[src/sv/shsr_pkg.sv]
// Shared types, constants and the microcode ROM of the ranking sorter.
package shsr_pkg;

  localparam int SHSR_MAX_PLAYERS = 64;
  localparam int ID_W             = 16;
  localparam int MONEY_W          = 48;
  localparam int RANK_W           = 6;
  localparam int LIMIT_W          = 7;
  localparam int RESULT_CAP       = 64;
  localparam logic [LIMIT_W-1:0] RANK_LIMIT_RESET = 7'd10;

  // Microcode step addresses
  typedef enum logic [3:0] {
    S_LOAD      = 4'd0,
    S_GAP_INIT  = 4'd1,
    S_GAP_TEST  = 4'd2,
    S_I_TEST    = 4'd3,
    S_HOLD      = 4'd4,
    S_READ      = 4'd5,
    S_CMP       = 4'd6,
    S_SHIFT     = 4'd7,
    S_PLACE     = 4'd8,
    S_GAP_HALF  = 4'd9,
    S_EMIT_INIT = 4'd10,
    S_EMIT_READ = 4'd11,
    S_EMIT_OUT  = 4'd12,
    S_DONE      = 4'd13
  } step_t;

  // Stall a step until a transfer is possible
  typedef enum logic [1:0] {
    W_NONE,
    W_IN,
    W_OUT
  } wait_t;

  // Jump conditions
  typedef enum logic [2:0] {
    C_NEXT,
    C_ALWAYS,
    C_NOT_LAST,
    C_GAP_ZERO,
    C_I_GE_N,
    C_J_LT_GAP,
    C_NOT_LESS,
    C_K_EQ_EMIT
  } cond_t;

  // Memory read address select
  typedef enum logic [1:0] {
    RD_NONE,
    RD_I,
    RD_JG,
    RD_K
  } rd_t;

  // Memory write source select
  typedef enum logic [1:0] {
    WR_NONE,
    WR_IN,
    WR_SHIFT,
    WR_HOLD
  } wr_t;

  // Datapath register operations
  typedef enum logic [3:0] {
    OP_NONE,
    OP_LOAD,
    OP_GAP_INIT,
    OP_I_INIT,
    OP_GAP_HALF,
    OP_HOLD,
    OP_J_DEC,
    OP_I_INC,
    OP_EMIT_INIT,
    OP_EMIT,
    OP_CLEAR
  } op_t;

  typedef struct packed {
    wait_t wt;
    cond_t cond;
    step_t target;
    rd_t   rd;
    wr_t   wr;
    op_t   op;
  } ctrl_t;

  // Flags the datapath hands back to the sequencer
  typedef struct packed {
    logic gap_zero;
    logic i_ge_n;
    logic j_lt_gap;
    logic not_less;
    logic k_eq_emit;
    logic out_free;
  } status_t;

  // Control store: one word per step
  function automatic ctrl_t shsr_rom(input step_t s);
    ctrl_t w;
    w = '{wt: W_NONE, cond: C_NEXT, target: S_LOAD, rd: RD_NONE, wr: WR_NONE, op: OP_NONE};
    unique case (s)
      S_LOAD: begin
        w.wt = W_IN; w.cond = C_NOT_LAST; w.target = S_LOAD;
        w.wr = WR_IN; w.op = OP_LOAD;
      end
      S_GAP_INIT: begin
        w.op = OP_GAP_INIT;
      end
      S_GAP_TEST: begin
        w.cond = C_GAP_ZERO; w.target = S_EMIT_INIT; w.op = OP_I_INIT;
      end
      S_I_TEST: begin
        w.cond = C_I_GE_N; w.target = S_GAP_HALF; w.rd = RD_I;
      end
      S_HOLD: begin
        w.op = OP_HOLD;
      end
      S_READ: begin
        w.cond = C_J_LT_GAP; w.target = S_PLACE; w.rd = RD_JG;
      end
      S_CMP: begin
        w.cond = C_NOT_LESS; w.target = S_PLACE;
      end
      S_SHIFT: begin
        w.cond = C_ALWAYS; w.target = S_READ; w.wr = WR_SHIFT; w.op = OP_J_DEC;
      end
      S_PLACE: begin
        w.cond = C_ALWAYS; w.target = S_I_TEST; w.wr = WR_HOLD; w.op = OP_I_INC;
      end
      S_GAP_HALF: begin
        w.cond = C_ALWAYS; w.target = S_GAP_TEST; w.op = OP_GAP_HALF;
      end
      S_EMIT_INIT: begin
        w.op = OP_EMIT_INIT;
      end
      S_EMIT_READ: begin
        w.cond = C_K_EQ_EMIT; w.target = S_DONE; w.rd = RD_K;
      end
      S_EMIT_OUT: begin
        w.wt = W_OUT; w.cond = C_ALWAYS; w.target = S_EMIT_READ; w.op = OP_EMIT;
      end
      S_DONE: begin
        w.cond = C_ALWAYS; w.target = S_LOAD; w.op = OP_CLEAR;
      end
      default: begin
        w.cond = C_ALWAYS; w.target = S_LOAD;
      end
    endcase
    return w;
  endfunction

endpackage

[src/sv/shsr_seq.sv]
// Microcode sequencer: step counter, control store lookup and conditional jumps.
module shsr_seq
  import shsr_pkg::*;
(
  input  logic    clk,
  input  logic    rst,
  input  logic    in_valid,
  input  logic    is_last,
  input  status_t status,
  output logic    in_ready,
  output ctrl_t   ctl
);

  step_t pc;
  step_t pc_next;
  ctrl_t word;
  logic  go;
  logic  take;

  // Fetch the control word of the current step
  always_comb begin
    word = shsr_rom(pc);
  end

  // Decide whether the step may run and whether it jumps
  always_comb begin
    unique case (word.wt)
      W_NONE:  go = 1'b1;
      W_IN:    go = in_valid;
      W_OUT:   go = status.out_free;
      default: go = 1'b0;
    endcase
    unique case (word.cond)
      C_NEXT:      take = 1'b0;
      C_ALWAYS:    take = 1'b1;
      C_NOT_LAST:  take = !is_last;
      C_GAP_ZERO:  take = status.gap_zero;
      C_I_GE_N:    take = status.i_ge_n;
      C_J_LT_GAP:  take = status.j_lt_gap;
      C_NOT_LESS:  take = status.not_less;
      C_K_EQ_EMIT: take = status.k_eq_emit;
      default:     take = 1'b0;
    endcase
  end

  // Next step: hold, jump or advance
  always_comb begin
    if (!go) begin
      pc_next = pc;
    end else if (take) begin
      pc_next = word.target;
    end else begin
      pc_next = step_t'(pc + 4'd1);
    end
  end

  // Drive the datapath; drop side effects of a stalled step
  always_comb begin
    ctl = word;
    in_ready = (word.wt == W_IN);
    if (!go) begin
      ctl.wr = WR_NONE;
      ctl.op = OP_NONE;
    end
  end

  always_ff @(posedge clk) begin
    if (rst) begin
      pc <= S_LOAD;
    end else begin
      pc <= pc_next;
    end
  end

endmodule

[config.mk]
export PLATFORM = sky130hd
export DESIGN_NAME = shsr_seq
export DESIGN_NICKNAME = d
export VERILOG_FILES = /design/src/sv/shsr_pkg.sv /design/src/sv/shsr_seq.sv
export SDC_FILE = /design/constraint.sdc
export NUM_CORES = 1
export LEC_CHECK = 0
export BUFFER_PORTS_ARGS = -buffer_cell sky130_fd_sc_hd__buf_2
export CORE_ASPECT_RATIO = 1.1
export CORE_MARGIN = 5
export CORE_UTILIZATION = 40
export CTS_BUF_LIST = sky130_fd_sc_hd__clkbuf_2
export DETAILED_ROUTE_END_ITERATION = 8
export HOLD_SLACK_MARGIN = 0.08
export PLACE_DENSITY_LB_ADDON = 0.2
export SLEW_MARGIN = 15
export SYNTH_ARGS = -nofsm -noshare
export SYNTH_HDL_FRONTEND = slang
export SYNTH_SLANG_ARGS = --single-unit
[constraint.sdc]
create_clock -name clk -period 2.61 [get_ports clk]
set_input_delay 0.261 -clock clk [delete_from_list [all_inputs] [get_ports clk]]
set_output_delay 0.261 -clock clk [all_outputs]
set_load 0.1 [all_outputs]
==> run summary <==
largest net degree at the start of global routing: 16
Post-Syn Area: 757 µm²
syn avg cell area: 7.21 µm²
CTS tree: yes
dpl cell area: 990 µm²
most frequent cells after synthesis: 9 x nand2_1, 9 x nor2_1, 6 x inv_1
Layout area overhead: 33.1%
FF-to-FF path depth: 8
slowest stage cell, crit path: or4_4
ys async rst share: 0
Synth Instances: 105
Worst Path Max Fanout: 8
IO Count: 28
min cycle time layout: 2.36 ns
core area: 1800 µm²
Synth top area share: 0.106
Reg clk slew, reported paths: 0.05 ns
initial antenna violation count: 0
die area: 2860 µm²
Ant. Diodes: 0
Synth Register Bits: 4
port buffer count: 27
CP startpoint kind: register
nets: 150
Inst Count DP: 149
DRC violations left: 0
Total GRT Usage: 0.160
via density per instance: 6.05
EDFF count, synth: 0
clk buf depth: 2
First DRT Iteration DRCs: 12
Mapped Nets: 119
Largest regs: pc (4)
arrival time worst endpoint: 2.46 ns
grt total ovfl: 0
CTS resizes: 0
Hold Crit Class: input pin to register
clk sinks: 4
vias in the first global route: 849
clock latency on the worst-skew pair: 0.21 ns
Worst Hold Depth: 3
Post CTS Setup Buffer Count: 0
post-route cell area: 1010 µm²
DIE WIDTH: 51.5 µm
worst path cell trace: inv_1 -> ha_1 -> nor2_2 -> o21a_4 -> o211a_1 -> or4_4 -> a211o_1 -> o311ai_1
total CTS buffers: 3
Critical R2R Launch: pc[0]
relative slew slack: 0.649
Die H: 55.6 µm
Synth cell types: 45
final wirelength: 2200 µm
Fin Clk Skew: 0.00585 ns
wire length per cell: 14.4 µm
row count: 16
cell taking the most area after synthesis: dfxtp_1
Worst Hold Launch: in_valid
Seq/Total Area, Yosys: 0.106
GP Congestion: 0.953
layout cells sized above 1: 0.351
Post-Layout Cell Count: 152
post-DP HPWL: 1770 µm
Final ANT Viol Nets: 0
Worst Tran Pin Value: 0.526 ns
max-cap viol count: 0
status: completed
Hold WS: 0.323 ns
RSZ-0062 raised after global routing: no
CTS root buf: clkbuf_2
register name with the most flops: pc
Initial Util: 0.420
CP Capture Type: register
Slew Viols, Final: 0
Setup CP Type: register to register
Vias: 919
Synth area leaders: dfxtp_1 11%, ha_1 6.6%, nand2_1 4.5%
max incr delay on CP: 0.45 ns
final-report hold violation count: 0
Max Clk Rate: 424 MHz
final setup fails: 0
first-pass GRT wire length: 3750 µm
Crit path required time: 2.71 ns
CTS Hold Buffers Added: 0
Critical path origin: pc[0]
period utilisation layout: 0.904
max reg flops: 4
H-tree Lvls: 1
TritonRoute pass-1 iters: 4
Synthesis Warnings: 0
predominant post-synthesis flop cell: dfxtp_1
==> cells by family (layout without fill, tap and decap cells) <==
family	Yosys count	count (layout)	synth area share
adder cells (fa/ha/maj)	4	4	0.0661
multiplexers	1	1	0.0132
flip-flops	4	4	0.106
AND/OR/NAND/NOR	47	47	0.331
XOR/XNOR	1	1	0.0116
buffers and inverters	13	42	0.112
AO/OA/AOI/OAI	35	35	0.360
==> worst paths after layout <==
path | endpoint | slack [ns]
max reg2reg | pc[1] | 0.25
min | pc[3] | 0.32
max | pc[1] | 0.25
min reg2reg | pc[0] | 0.54
==> critical path: cells and delay by family, from the launching register on <==
kind	cells	cell delay [ns]
buffers and inverters	1	0.12
DFF	1	0.34
adders and majority gates	1	0.37
AOI/OAI and AO/OA	4	0.85
and+or+nand+nor	2	0.57
==> per-layer routing <==
layer	vias up	part of all wire	routed length (µm)	track usage
met1	425	0.47	1030	0.220
met4	0	0.012	27	0.0524
li1	452	-	-	-
met2	38	0.46	1010	0.249
met3	4	0.060	132	0.0295
met5	-	0	0	0
==> stage by stage <==
stage / TNS (ns) / util / setup slack [ns]
2_1_floorplan: -1.12 / - / -0.677
3_3_place_gp: 0 / 0.549 / 0.323
3_5_place_dp: 0 / 0.549 / 0.226
4_1_cts: 0 / 0.558 / 0.206
5_1_grt: 0 / 0.559 / 0.0902
6_report: 0 / 0.559 / 0.250
==> cells in the final DEF, fill, tap and decap left out, types with 3 or more instances in the layout <==
cell type | Yosys | final
a21oi_1 | 4 | 4
a31oi_1 | 4 | 4
buf_12 | 0 | 4
buf_2 | 2 | 24
buf_4 | 0 | 3
clkbuf_2 | 0 | 3
dfxtp_1 | 4 | 4
ha_1 | 4 | 3
inv_1 | 6 | 6
nand2_1 | 9 | 9
nand3_1 | 3 | 3
nor2_1 | 9 | 9
nor2b_1 | 4 | 4
nor3_1 | 5 | 5
o211ai_1 | 4 | 4
o21ai_1 | 5 | 5
==> cell type report <==
class / count / area, µm²
clock buffer: 3 / 15.0
fill: 181 / 795
inverter: 8 / 56.3
multi-input combinational: 88 / 611
sequential: 4 / 80.1
tap: 18 / 22.5
timing repair buffer: 31 / 223
Power is left out: the tool's default activity adds up to more than one toggle a clock period on the data nets, which glitch-free logic cannot reach.
